--- config.mk ---
export PLATFORM = sky130hd
export DESIGN_NAME = debug_packet_receiver
export DESIGN_NICKNAME = d
export VERILOG_FILES = /design/src/hdl/dpr_pkg.sv /design/src/hdl/dpr_frame.sv /design/src/hdl/dpr_serial.sv /design/src/hdl/debug_packet_receiver.sv
export SDC_FILE = /design/constraint.sdc
export NUM_CORES = 1
export LEC_CHECK = 0
export ABC_AREA = 1
export BUFFER_PORTS_ARGS = -buffer_cell sky130_fd_sc_hd__buf_2
export CAP_MARGIN = 30
export CORE_UTILIZATION = 60
export DETAILED_ROUTE_END_ITERATION = 10
export PLACE_DENSITY = 0.8
export SLEW_MARGIN = 20
export SYNTH_ARGS = -nofsm -noshare
export SYNTH_HDL_FRONTEND = slang
export SYNTH_SLANG_ARGS = --single-unit
--- constraint.sdc ---
create_clock -name i_clk -period 4.4 [get_ports i_clk]
set_input_delay 0.66 -clock i_clk [delete_from_list [all_inputs] [get_ports i_clk]]
set_output_delay 0.66 -clock i_clk [all_outputs]
set_load 0.1 [all_outputs]
--- src/hdl/dpr_pkg.sv ---
// ----------------------------------------------------------------------------
// dpr_pkg - shared types and constants of the debug packet receiver
// Holds the result kinds, framing characters and the result bundle that
// travels from the frame decoder to the output serializer.
// ----------------------------------------------------------------------------
package dpr_pkg;

    localparam int MAX_RESULTS = 4;

    typedef enum logic [2:0] {
        KIND_PAYLOAD  = 3'd0,
        KIND_TX       = 3'd1,
        KIND_ACCEPT   = 3'd2,
        KIND_RESTART  = 3'd3,
        KIND_OVERFLOW = 3'd4
    } t_kind;

    typedef enum logic [1:0] {
        PH_HUNT    = 2'd0,
        PH_PAYLOAD = 2'd1,
        PH_SUM_HI  = 2'd2,
        PH_SUM_LO  = 2'd3
    } t_phase;

    localparam logic [7:0] CH_DOLLAR = 8'h24;
    localparam logic [7:0] CH_HASH   = 8'h23;
    localparam logic [7:0] CH_PLUS   = 8'h2B;
    localparam logic [7:0] CH_MINUS  = 8'h2D;
    localparam logic [7:0] CH_COLON  = 8'h3A;

    typedef struct packed {
        t_kind       kind;
        logic [7:0]  data;
        logic [9:0]  index;
        logic [9:0]  length;
        logic [1:0]  offset;
    } t_result;

    // Up to four results from one received byte; cnt is 0..4.
    typedef struct packed {
        t_result [MAX_RESULTS-1:0] res;
        logic    [2:0]             cnt;
    } t_bundle;

endpackage

--- src/hdl/dpr_frame.sv ---
// ----------------------------------------------------------------------------
// dpr_frame - packet framing state and per-byte decode
// Tracks the framing phase, running sum and byte count, and builds the
// bundle of results that one received byte causes.
// ----------------------------------------------------------------------------
module dpr_frame #(
    parameter int BUFFER_BYTES = 1024
) (
    input  logic            i_clk,
    input  logic            i_rst_n,
    input  logic            i_adv,
    input  logic [7:0]      i_byte,
    output dpr_pkg::t_bundle o_bun
);

    localparam int CNT_W = $clog2(BUFFER_BYTES);
    localparam logic [CNT_W-1:0] LIMIT = CNT_W'(BUFFER_BYTES - 1);
    localparam logic [CNT_W-1:0] HEAD_N = CNT_W'(3);

    dpr_pkg::t_phase   r_phase, n_phase;
    logic [7:0]        r_sum, n_sum;
    logic [CNT_W-1:0]  r_count, n_count;
    logic [4:0]        r_hi, n_hi;
    logic [7:0]        r_head [3];
    logic              head_we;

    logic [CNT_W-1:0]  count_inc;
    logic [CNT_W+9:0]  cur_ext, inc_ext;
    logic [4:0]        lo_val;
    logic              sum_ok;

    // Hex digit value; bit 4 set marks a character that is no hex digit.
    function automatic logic [4:0] hex_value(input logic [7:0] c);
        logic [4:0] v;
        v = 5'd16;
        if (c >= 8'h30 && c <= 8'h39) v = 5'(c - 8'h30);
        else if (c >= 8'h61 && c <= 8'h66) v = 5'(c - 8'h57);
        else if (c >= 8'h41 && c <= 8'h46) v = 5'(c - 8'h37);
        return v;
    endfunction

    function automatic dpr_pkg::t_result mk(input dpr_pkg::t_kind k,
                                            input logic [7:0] d,
                                            input logic [9:0] idx,
                                            input logic [9:0] len,
                                            input logic [1:0] off);
        dpr_pkg::t_result r;
        r.kind   = k;
        r.data   = d;
        r.index  = idx;
        r.length = len;
        r.offset = off;
        return r;
    endfunction

    assign count_inc = r_count + CNT_W'(1);
    assign cur_ext   = {10'd0, r_count};
    assign inc_ext   = {10'd0, count_inc};
    assign lo_val    = hex_value(i_byte);
    assign sum_ok    = !r_hi[4] && !lo_val[4] && ({r_hi[3:0], lo_val[3:0]} == r_sum);

    always_comb begin
        n_phase = r_phase;
        n_sum   = r_sum;
        n_count = r_count;
        n_hi    = r_hi;
        head_we = 1'b0;
        o_bun   = '0;
        unique case (r_phase)
            dpr_pkg::PH_HUNT: begin
                if (i_byte == dpr_pkg::CH_DOLLAR) begin
                    n_sum   = '0;
                    n_count = '0;
                    n_phase = dpr_pkg::PH_PAYLOAD;
                end
            end
            dpr_pkg::PH_PAYLOAD: begin
                priority if (i_byte == dpr_pkg::CH_DOLLAR) begin
                    n_sum      = '0;
                    n_count    = '0;
                    o_bun.res[0] = mk(dpr_pkg::KIND_RESTART, 8'd0, 10'd0, 10'd0, 2'd0);
                    o_bun.cnt  = 3'd1;
                end else if (i_byte == dpr_pkg::CH_HASH) begin
                    n_phase = dpr_pkg::PH_SUM_HI;
                end else begin
                    n_sum      = r_sum + i_byte;
                    n_count    = count_inc;
                    head_we    = (r_count < HEAD_N);
                    o_bun.res[0] = mk(dpr_pkg::KIND_PAYLOAD, i_byte, cur_ext[9:0],
                                      10'd0, 2'd0);
                    o_bun.cnt  = 3'd1;
                    if (count_inc == LIMIT) begin
                        o_bun.res[1] = mk(dpr_pkg::KIND_OVERFLOW, 8'd0, 10'd0,
                                          inc_ext[9:0], 2'd0);
                        o_bun.cnt  = 3'd2;
                        n_phase    = dpr_pkg::PH_HUNT;
                    end
                end
            end
            dpr_pkg::PH_SUM_HI: begin
                n_hi    = lo_val;
                n_phase = dpr_pkg::PH_SUM_LO;
            end
            dpr_pkg::PH_SUM_LO: begin
                n_phase = dpr_pkg::PH_HUNT;
                if (!sum_ok) begin
                    o_bun.res[0] = mk(dpr_pkg::KIND_TX, dpr_pkg::CH_MINUS, 10'd0,
                                      10'd0, 2'd0);
                    o_bun.cnt  = 3'd1;
                end else begin
                    o_bun.res[0] = mk(dpr_pkg::KIND_TX, dpr_pkg::CH_PLUS, 10'd0,
                                      10'd0, 2'd0);
                    if (r_count >= HEAD_N && r_head[2] == dpr_pkg::CH_COLON) begin
                        // echo the sequence id ahead of the accept report
                        o_bun.res[1] = mk(dpr_pkg::KIND_TX, r_head[0], 10'd0,
                                          10'd0, 2'd0);
                        o_bun.res[2] = mk(dpr_pkg::KIND_TX, r_head[1], 10'd0,
                                          10'd0, 2'd0);
                        o_bun.res[3] = mk(dpr_pkg::KIND_ACCEPT, 8'd0, 10'd0,
                                          cur_ext[9:0], 2'd3);
                        o_bun.cnt  = 3'd4;
                    end else begin
                        o_bun.res[1] = mk(dpr_pkg::KIND_ACCEPT, 8'd0, 10'd0,
                                          cur_ext[9:0], 2'd0);
                        o_bun.cnt  = 3'd2;
                    end
                end
            end
            default: n_phase = dpr_pkg::PH_HUNT;
        endcase
    end

    always_ff @(posedge i_clk) begin
        if (!i_rst_n) begin
            r_phase <= dpr_pkg::PH_HUNT;
            r_sum   <= '0;
            r_count <= '0;
            r_hi    <= '0;
        end else if (i_adv) begin
            r_phase <= n_phase;
            r_sum   <= n_sum;
            r_count <= n_count;
            r_hi    <= n_hi;
        end
    end

    // Head bytes are only read once three bytes of this packet were stored.
    always_ff @(posedge i_clk) begin
        if (i_adv && head_we) begin
            r_head[r_count[1:0]] <= i_byte;
        end
    end

endmodule

--- src/hdl/dpr_serial.sv ---
// ----------------------------------------------------------------------------
// dpr_serial - result bundle buffer and output serializer
// Holds one bundle and hands its results out one transfer at a time.
// ----------------------------------------------------------------------------
module dpr_serial (
    input  logic             i_clk,
    input  logic             i_rst_n,
    input  logic             i_load,
    input  dpr_pkg::t_bundle i_bun,
    output logic             o_free,
    output logic             o_m_tvalid,
    input  logic             i_m_tready,
    output dpr_pkg::t_result o_res,
    output logic             o_last
);

    dpr_pkg::t_bundle r_bun;
    logic             r_valid;
    logic [1:0]       r_ptr;

    assign o_res      = r_bun.res[r_ptr];
    assign o_last     = ({1'b0, r_ptr} + 3'd1) == r_bun.cnt;
    assign o_m_tvalid = r_valid;
    assign o_free     = !r_valid || (i_m_tready && o_last);

    always_ff @(posedge i_clk) begin
        if (!i_rst_n) begin
            r_valid <= 1'b0;
            r_ptr   <= '0;
        end else if (i_load) begin
            r_valid <= 1'b1;
            r_ptr   <= '0;
        end else if (r_valid && i_m_tready) begin
            if (o_last) begin
                r_valid <= 1'b0;
            end else begin
                r_ptr <= r_ptr + 2'd1;
            end
        end
    end

    always_ff @(posedge i_clk) begin
        if (i_load) begin
            r_bun <= i_bun;
        end
    end

endmodule

--- src/hdl/debug_packet_receiver.sv ---
// ----------------------------------------------------------------------------
// debug_packet_receiver - framing receiver for '$' payload '#' hh packets
// Takes received serial bytes, streams payload bytes with their index,
// checks the two-digit hex sum and reports acknowledge, echo and accept.
// ----------------------------------------------------------------------------
// A received byte is held in an input register until the result buffer can
// take its bundle, decoded by the frame logic into zero to four results,
// and those results leave one per transfer from a result buffer. With the
// output never stalled the sustained rate is one byte per cycle for plain
// payload; a byte that causes several results holds the next byte back until
// all of them have left, since there is a single result buffer. The next
// byte is taken in the same cycle as the last result of the previous one
// leaves. Payload lengths wrap to 10 bits; a packet is dropped with an
// overflow report after BUFFER_BYTES-1 payload bytes without '#'.
// ----------------------------------------------------------------------------
module debug_packet_receiver #(
    parameter int BUFFER_BYTES = 1024
) (
    input  logic        i_clk,
    input  logic        i_rst_n,
    input  logic        i_s_tvalid,
    output logic        o_s_tready,
    input  logic [7:0]  i_s_tdata,   // [7:0] rx_byte
    output logic        o_m_tvalid,
    input  logic        i_m_tready,
    output logic [31:0] o_m_tdata,   // [7:0] data, [17:8] index, [27:18] length,
                                     // [29:28] payload_offset, [31:30] zero
    output logic [2:0]  o_m_tuser,   // [2:0] kind
    output logic        o_m_tlast    // last result caused by this byte
);

    logic             r_in_valid;
    logic [7:0]       r_in_byte;
    logic             slot_free;
    logic             adv;
    dpr_pkg::t_bundle bun;
    dpr_pkg::t_result res;

    // Advance the held byte once the result buffer can take its bundle.
    assign adv        = r_in_valid && slot_free;
    assign o_s_tready = !r_in_valid || adv;

    always_ff @(posedge i_clk) begin
        if (!i_rst_n) begin
            r_in_valid <= 1'b0;
        end else if (o_s_tready) begin
            r_in_valid <= i_s_tvalid;
        end
    end

    always_ff @(posedge i_clk) begin
        if (o_s_tready && i_s_tvalid) begin
            r_in_byte <= i_s_tdata;
        end
    end

    dpr_frame #(
        .BUFFER_BYTES(BUFFER_BYTES)
    ) u_frame (
        .i_clk  (i_clk),
        .i_rst_n(i_rst_n),
        .i_adv  (adv),
        .i_byte (r_in_byte),
        .o_bun  (bun)
    );

    // Bytes that cause no result update the state only.
    dpr_serial u_serial (
        .i_clk     (i_clk),
        .i_rst_n   (i_rst_n),
        .i_load    (adv && (bun.cnt != 3'd0)),
        .i_bun     (bun),
        .o_free    (slot_free),
        .o_m_tvalid(o_m_tvalid),
        .i_m_tready(i_m_tready),
        .o_res     (res),
        .o_last    (o_m_tlast)
    );

    assign o_m_tdata = {2'b00, res.offset, res.length, res.index, res.data};
    assign o_m_tuser = res.kind;

endmodule
[Word-level counts from Yosys, hierarchy flattened]
Memory sizes are Yosys's and may differ from the RTL's.
Cells that the tools add are included.
Cells by class
  muxes and demuxes: 37
  equality and inequality tests: 13
  bitwise operators: 2
  magnitude comparators: 9
  $add $sub $neg: 7
  reduce and logical (&&, ||, !) cells: 31
Operators with widths (count)
  one-hot mux 69 bit (2 select lines): 1
  two-way mux 33 bit: 4
  two-way mux 69 bit: 1
  binary-select mux 33 bit (select 2 bit): 1
  two-way mux 65 bit: 1
  two-way mux 36 bit: 1
  two-way mux 32 bit: 1
  two-way mux 10 bit: 3
  two-way mux 28 bit: 1
  == test 8 x 6 -> 1 bit, second input constant: 3
  two-way mux 8 bit: 3
  one-hot mux 10 bit (2 select lines): 1
  >= comparator 8 x 7 -> 1 bit, second input constant: 2
  <= comparator 8 x 7 -> 1 bit, second input constant: 2
  one-hot mux 8 bit (2 select lines): 1
  two-way mux 5 bit: 3
  subtractor 5 bit, second input constant: 3
  logical AND 1 bit: 12
  adder 10 x 1 -> 10 bit, second input constant: 1
  == test 10 bit, second input constant: 1
  >= comparator 10 x 2 -> 1 bit, second input constant: 1
  < comparator 10 x 2 -> 1 bit, second input constant: 1
  two-way mux 2 bit: 5
  adder 8 bit: 1
  26 further kinds: 45
Storage, ports and cells
  memories kept: 1
  word-level logic and storage cells: 129
  register bits after elaboration: 171
  output and inout bits: 38
  input port bits: 12
  memory bits (writable): 24
Memory list
  u_frame.r_head: depth 3, bits a word 8, read ports 3, clocked after Yosys merged registers in 0, wr ports 1, line dpr_frame.sv:24  | logic [7:0] r_head [3];

[Depth between registers and ports, before layout]
Gate-level depths: netlist (run 1).
  word-level depth: 14
  mapped depth: 19
  gate-level depth less buffers: 19

[Hierarchy]
Synthesis (run 1) repeated with hierarchy kept, for this count alone.
Second synthesis, totals
  cell total of the unflattened synthesis: 901
  area total of the unflattened synthesis: 9270.1 µm²
Modules (own cells, without submodules)
  dpr_serial: times used 1, area each 5200.0 µm², sequential area each 4113.9 µm², cells an instance 355
  dpr_frame: times used 1, area each 3739.8 µm², sequential area each 1221.2 µm², cells an instance 523
  debug_packet_receiver: times used 1, area each 330.3 µm², sequential area each 260.2 µm², cells an instance 23

[Worst setup path before layout (run 1)]
OpenSTA, ideal clock, no wires.
  path kind: reg2reg
  from: register r_in_byte[1]
  to: register u_serial.r_bun[0] in the netlist's numbering (enable)
  library setup time: 0.416 ns
  data required time: 3.984 ns
  slack: 0.776 ns
  stages on the path, launching flop included: 16
  path buffers: 0
  clock period less this slack: 3.624 ns
  data arrival time: 3.208 ns
  cells stage by stage: edfxtp_1 > inv_1 > ha_1 > o21ai_2 > nand2_2 > nand2_4 > inv_2 > nor2_4 > nand2_4 > nand3b_1 > nand2_2 > nor2_4 > nand3_2 > nand2_1 > o21bai_2 > inv_1
On the way
  cells in the longest elaborated chain, start to end: 12
  elaborated cells between the ends (all ways): 27
  classes of those cells: add/sub: 3; order compare: 6; eq/ne: 3; mux: 7; reduce/logical: 8
RTL lines
  from (decl): line debug_packet_receiver.sv:33  | logic [7:0] r_in_byte;
  from (signal assigned): line debug_packet_receiver.sv:53  | r_in_byte <= i_s_tdata;
  parallel branches: the longest is 9 deep, another holds >= comparator 8 x 7 -> 1 bit
  one-hot mux 69 bit (2 select lines) *: line dpr_frame.sv:69  | unique case (r_phase)
  nonzero test 3 bit *: line debug_packet_receiver.sv:71  | .i_load (adv && (bun.cnt != 3'd0)),
  logical AND 1 bit *: line debug_packet_receiver.sv:71
  named net u_serial.i_load: line dpr_serial.sv:8  | input logic i_load,
  to (signal assigned): line dpr_serial.sv:44  | r_bun <= i_bun;
  to (decl): line dpr_serial.sv:17  | dpr_pkg::t_bundle r_bun;
Mark *: on every way through the listed nets, which the timed path passes.
A chain may end at the register's enable or synchronous reset.

[Worst setup path in the final report (run 1)]
  from: register u_frame.r_count[0]
  to: register u_serial.r_bun[59] in the netlist's numbering (enable)
On the way
  cells in the longest elaborated chain, start to end: 8
  elaborated cells between the ends (all ways): 12
  classes of those cells: add/sub: 1; order compare: 1; eq/ne: 1; mux: 6; reduce/logical: 3
RTL lines
  from (decl): line dpr_frame.sv:22  | logic [CNT_W-1:0] r_count, n_count;
  from (signal assigned): line dpr_frame.sv:142  | r_count <= n_count;
  adder 10 x 1 -> 10 bit: line dpr_frame.sv:56  | assign count_inc = r_count + CNT_W'(1);
  == test 10 bit: line dpr_frame.sv:92  | if (count_inc == LIMIT) begin
  two-way mux 2 bit: line dpr_frame.sv:92
  two-way mux 69 bit: line dpr_frame.sv:83  | end else if (i_byte == dpr_pkg::CH_HASH) begin
  two-way mux 36 bit: line dpr_frame.sv:78  | priority if (i_byte == dpr_pkg::CH_DOLLAR) begin
  one-hot mux 69 bit (2 select lines) *: line dpr_frame.sv:69
  nonzero test 3 bit *: line debug_packet_receiver.sv:71
  logical AND 1 bit *: line debug_packet_receiver.sv:71
  named net u_serial.i_load: line dpr_serial.sv:8
Mark *: on every way through the listed nets, which the timed path passes. The rest lies on a longest branch.

==> results.json, run 1 <==
{
  "status": "finished clean",
  "yosys.area.top_type": "edfxtp_1",
  "placed_cells": 823,
  "antenna_found_initial": 0,
  "dr.pass1.iters": 6,
  "n_antenna_cell": 0,
  "worstMarginPinSlew_ns": 0.7816,
  "seq_area_mm2": 0.003403,
  "cp_data_required_time_ns": 4.54,
  "cellLeakagePower_uw": 0.002997,
  "track_usage_pct": 27.12,
  "cellPowerDensity_mw_per_mm2": 370.7,
  "clkTransAtPathRegs_ns": 0.06,
  "hold_path_depth": 1,
  "hold_viol_final": 0,
  "final_cells": 855,
  "postSynthAreaPerCell_um2": 9.497,
  "synthDistinctLibCells": 42,
  "die_w_um": 104.0,
  "synth_warnings": 0,
  "drv_cap": 0,
  "pin_count": 50,
  "hold_buffers": 0,
  "async_reset_ff_share_pct": 0,
  "htree_levels": 4,
  "hold_path.class": "input pin to register",
  "synth_area_leaders": "edfxtp_1, dfxtp_1, nand2_1, inv_1, nor2_1",
  "fin_crit_ns": 3.585,
  "final_common_cell": "nand2_1",
  "end_kind": "register",
  "synth_top_cell_area_share_pct": 45.24,
  "final_cell_mix": "nand2_1, edfxtp_1, inv_1",
  "synthCells": 657,
  "fillers": 716,
  "wl_um": 13560,
  "ant_nets": 0,
  "clock_path_buffers": 2,
  "die-area_mm2": 0.01081,
  "grt_pass1_vias": 4673,
  "fin_tns_setup_ns": 0,
  "ys_seq_elements": 123,
  "gp_congestion": 0.8514,
  "synth_ff_type": "edfxtp_1",
  "core_area_mm2": 0.009910,
  "synth_area_mm2": 0.006240,
  "grt_max_degree": 45,
  "vias_per_cell": 5.585,
  "relSlewSlack_pct": 47.70,
  "finalCritPeriodShare_pct": 81.48,
  "area_growth_pct": 13.92,
  "ir_worst_vdd_uv": 304.5,
  "die_height_um": 104.0,
  "vias": 4775,
  "postCtsSetupBuffers": 0,
  "cts.sinks": 123,
  "fin_nets": 739,
  "dp_hpwl_um": 9346,
  "drc_errors": 0,
  "reg2reg_depth": 12,
  "skew_ns": 0.009298,
  "drive_above_1_share_pct": 18.70,
  "portBuffers": 47,
  "cts_buffers": 17,
  "synth_edf_count": 94,
  "crit_fanout": 44,
  "rsz0062_at_grt": "no",
  "fmax_mhz": 278.9,
  "grt-ovfl-total": 0,
  "cts_root_buffer": "clkbuf_8",
  "rows": 36,
  "tritoncts": "yes",
  "grt_pass1_wl_um": 22690,
  "drv_slew": 0,
  "start_util_pct": 62.97,
  "cp_data_arrival_time_ns": 3.73,
  "clock_latency_ns": 0.51,
  "worst-setup-path-type": "register to register",
  "cts_resized": 0,
  "routedWlPerCell_um": 15.86,
  "critical_path.startpoint_type": "register",
  "finalSetupViolCount": 0,
  "drt_iter0_markers": 452,
  "multiInputGateArea_mm2": 0.002308,
  "ys_seq_area_share_pct": 54.54
}
==> cells by family after synthesis <==
group,count (synthesis),synth area share [%]
AND/OR/NAND/NOR,283,22.90
flip-flops,123,54.54
AO/OA/AOI/OAI,93,8.703
XOR/XNOR,11,1.544
buffers and inverters,128,8.522
adder cells (fa/ha/maj),18,3.730
other,1,0.06010
==> metal layers <==
metal  wire [um]  track usage, %
met5           0               0
met4         510           13.98
met3         956           5.827
met2        6481           44.10
met1        5612           34.20
==> cell usage after synthesis, types with 2 or more instances <==
master    instances
nand2_1         107
edfxtp_1         94
inv_1            92
nor2_1           68
nand3_1          45
a21oi_1          30
dfxtp_1          29
o21ai_0          28
nor2_4           21
ha_1             17
inv_2            12
clkbuf_1         11
o211ai_1         10
nand4_1           9
a211oi_1          7
xnor2_1           6
a31oi_1           5
clkinv_1          5
nor3_1            5
xor2_1            5
buf_4             4
nand2_2           4
nand3_2           4
nand3b_1          4
nor2_2            4
o21ai_1           4
nor4_1            3
o21ai_2           3
o22ai_1           3
or2_2             3
buf_12            2
nand2_4           2
nor3_2            2
==> path summary, 6_finish.rpt <==
kind	to	slack, ns	start
setup / recovery	u_serial.r_bun[59]	0.81	u_frame.r_count[0]
hold / removal	r_in_byte[4]	0.32	i_s_tdata[4]
setup reg to reg	u_serial.r_bun[59]	0.81	u_frame.r_count[0]
hold reg to reg	u_frame.r_count[8]	0.49	u_frame.r_count[8]
==> power breakdown <==
group	internal [uW]	leakage, uW	switching, uW
Combinational	18.9	0.00154	45.9
Clock	852	0.000269	458
Sequential	1240	0.00119	14.3
Total	2120	0.00300	519
==> layout make-up <==
cell class | instances | share of cell area, %
Timing Repair Buffer | 50 | 3.626
Sequential cell | 123 | 47.88
Tap cell | 133 | 2.341
Multi-Input combinational cell | 407 | 32.48
Inverter | 110 | 5.844
Clock buffer | 22 | 6.090
Clock inverter | 10 | 1.743
==> critical path, cell delays in order, from the launching register on <==
cell and delay (ns):
dfxtp_1 0.54, ha_1 0.25, nand2_1 0.09, nor2_1 0.19
nand2_1 0.10, o21ai_0 0.20, nand2_1 0.16, nor3_1 0.33
nand4_1 0.24, nand2_1 0.14, o21bai_2 0.10, inv_2 0.31
buf_4 0.54
==> flip-flops by register name, summed over array words and instances (netlist names), named ones only <==
| name | count |
|---|---|
| u_frame.r_count | 10 |
| r_in_valid | 1 |
| u_serial.r_bun | 62 |
| u_frame.r_sum | 8 |
| u_frame.r_head | 24 |
| u_serial.r_ptr | 2 |
| u_serial.o_m_tvalid | 1 |
| r_in_byte | 8 |
| u_frame.r_hi | 5 |
| u_frame.r_phase | 1 |
==> metrics by stage <==
step | cell area [um2] | power (uW) | worst slack (ns) | hold WS [ns] | util [%]
final | 7108 | 2635 | 0.8148 | 0.3238 | 71.73
after floorplan | 6243 | 1325 | 0.7761 | 0.4590 | -
after CTS | 7108 | 2650 | 0.8366 | 0.3012 | 71.73
after global placement | 6551 | 1342 | 1.046 | 0.4760 | 66.11
after global routing | 7108 | 2709 | 0.5282 | 0.3001 | 71.73
after detailed placement | 6551 | 1345 | 0.8627 | 0.4770 | 66.11
Note: power is estimated with default switching activity, not from simulation.
==> run 2: changes to the inputs <==
Settings changed: CORE_UTILIZATION 60 to 54, PLACE_DENSITY 0.8 to 0.76.
Clock period 4.4 ns to 3.21 ns, I/O delays scaled along.
==> run 2 against run 1 <==
Die area is 11% higher; wire length decreased by 3.1%; global-route usage shrank 3.1 points; clock skew down 0.0028 ns; critical path depth rose by 7; clock power is 46% higher; maximum frequency rose by 21%; register-to-register slack worse by 0.57 ns; first-iteration DRC count shrank 14%; clock-buffer cell count decreased by 5; flip-flop and latch count is the same; largest power group unchanged; highest routed layer unchanged.
==> results.json, run 2 (synthesis gave the netlist of run 1 again) <==
{
  "start_util_pct": 56.57,
  "pin_count": 50,
  "htree_levels": 4,
  "crit_fanout": 62,
  "clock_latency_ns": 0.41,
  "fin_nets": 747,
  "n_antenna_cell": 0,
  "cellPowerDensity_mw_per_mm2": 512.2,
  "drv_slew": 0,
  "cpMaxStageDelayCell": "edfxtp_1",
  "dr.pass1.iters": 5,
  "vias_per_cell": 5.354,
  "drt_iter0_markers": 389,
  "fin_tns_setup_ns": 0,
  "final_cell_mix": "nand2_1, edfxtp_1, inv_1",
  "antenna_found_initial": 0,
  "track_usage_pct": 24.02,
  "cts_resized": 0,
  "critPathBufInv": 4,
  "finalCritPeriodShare_pct": 92.48,
  "end_kind": "register",
  "drive_above_1_share_pct": 21.10,
  "grt_max_degree": 63,
  "path_common_cell": "nand2_1",
  "critical_path.startpoint_type": "register",
  "routedWlPerCell_um": 15.10,
  "largest_register_ffs": 62,
  "dp_hpwl_um": 9066,
  "cellLeakagePower_uw": 0.003053,
  "drv_cap": 0,
  "ir_worst_vdd_uv": 326.2,
  "ant_nets": 0,
  "die-area_mm2": 0.01199,
  "hold_viol_final": 0,
  "crit_chain": "inv_2 -> ha_4 -> inv_1 -> nor2_1 -> nand2_1 -> nand2_1 -> nor2_2 -> nor2_4 -> nand2_4 -> nand2_1 -> nand2_1 -> nand3_2 -> nor2_4 -> nand2_1 -> nand2_1 -> nand2_1 -> o21bai_2 -> clkinvlp_4 -> buf_12",
  "skew_ns": 0.006505,
  "relSlewSlack_pct": 53.16,
  "portBuffers": 47,
  "max_flop_register": "u_serial.r_bun",
  "drc_errors": 0,
  "cts.sinks": 123,
  "grt-ovfl-total": 0,
  "final_common_cell": "nand2_1",
  "clkTransAtPathRegs_ns": 0.06,
  "grt_pass1_vias": 4444,
  "fin_crit_ns": 2.969,
  "detailedPlace.worstSlack_ns": 0.2996,
  "fmax_mhz": 336.9,
  "cts_root_buffer": "clkbuf_16",
  "rows": 38,
  "postCtsSetupBuffers": 0,
  "clock_path_buffers": 2,
  "hold_path.class": "input pin to register",
  "core_area_mm2": 0.01103,
  "critical_path.max_stage_delay_ns": 0.58,
  "worst-setup-path-type": "register to register",
  "crit_family": "simple AND/OR/NAND/NOR gates",
  "die_height_um": 109.5,
  "cp_data_arrival_time_ns": 3.11,
  "finalSetupViolCount": 0,
  "regToRegSetupSlack_ns": 0.24,
  "worst_slack_ns": 0.2413,
  "final_cells": 870,
  "cp_data_required_time_ns": 3.35,
  "hold_buffers": 0,
  "area_growth_pct": 16.52,
  "vias": 4658,
  "grt_pass1_wl_um": 21230,
  "wl_um": 13140,
  "worstMarginPinSlew_ns": 0.7000,
  "rsz0062_at_grt": "no",
  "tritoncts": "yes",
  "cts_buffers": 17,
  "placed_cells": 838,
  "status": "finished clean",
  "die_w_um": 109.5,
  "gp_congestion": 0.8673
}
==> run 2: cell type report <==
cell class	instances	area, um2
tap	140	175.2
clock buffer	17	425.4
inverter	110	419.2
sequential	123	3403
multi-input combinational	407	2333
fill	862	3760
clock inverter	15	171.4
timing repair buffer	58	342.8
==> run 2: worst paths after layout <==
check                                   startpoint                  to  cells past startpoint
worst max-delay path                  r_in_byte[1]  u_serial.r_bun[44]                     19
worst min-delay path                  i_s_tdata[6]        r_in_byte[6]                      1
worst max register to register        r_in_byte[1]  u_serial.r_bun[44]                     19
worst min register to register  u_frame.r_count[8]  u_frame.r_count[8]                      2
==> run 2: layer usage <==
metal / up-vias / part of all wire [%] / track usage (%)
met5: - / 0 / 0
met4: 0 / 2.1 / 9.714
met3: 29 / 6.7 / 5.276
met2: 165 / 47 / 39.67
met1: 2155 / 44 / 30.75
li1: 2309 / - / -
==> run 2: worst register-to-register path: stages, from the launching register on <==
cell        delay (ns)
edfxtp_1          0.58
inv_2             0.15
ha_4              0.20
inv_1             0.05
nor2_1            0.03
nand2_1           0.07
nand2_1           0.07
nor2_2            0.13
nor2_4            0.06
nand2_4           0.10
nand2_1           0.08
nand2_1           0.08
nand3_2           0.11
nor2_4            0.13
nand2_1           0.06
nand2_1           0.07
nand2_1           0.08
o21bai_2          0.25
clkinvlp_4        0.16
buf_12            0.22
==> run 2: per-stage QoR <==
step           utilization [%]  hold WS, ns  power (uW)  cell area, um2
3_5_place_dp             60.50       0.4807        1847            6674
2_1_floorplan                -       0.4590        1819            6272
5_1_grt                  65.91       0.2297        3812            7271
3_3_place_gp             60.50       0.4760        1846            6674
6_report                 65.91       0.2424        3724            7271
4_1_cts                  65.91       0.2320        3739            7271
==> run 2: power by group <==
part / total, uW / internal, uW / switching [uW]
registers: 1720 / 1710 / 17.7
clock network: 1910 / 1220 / 692
logic: 92.1 / 28.0 / 64.1
total: 3720 / 2950 / 774
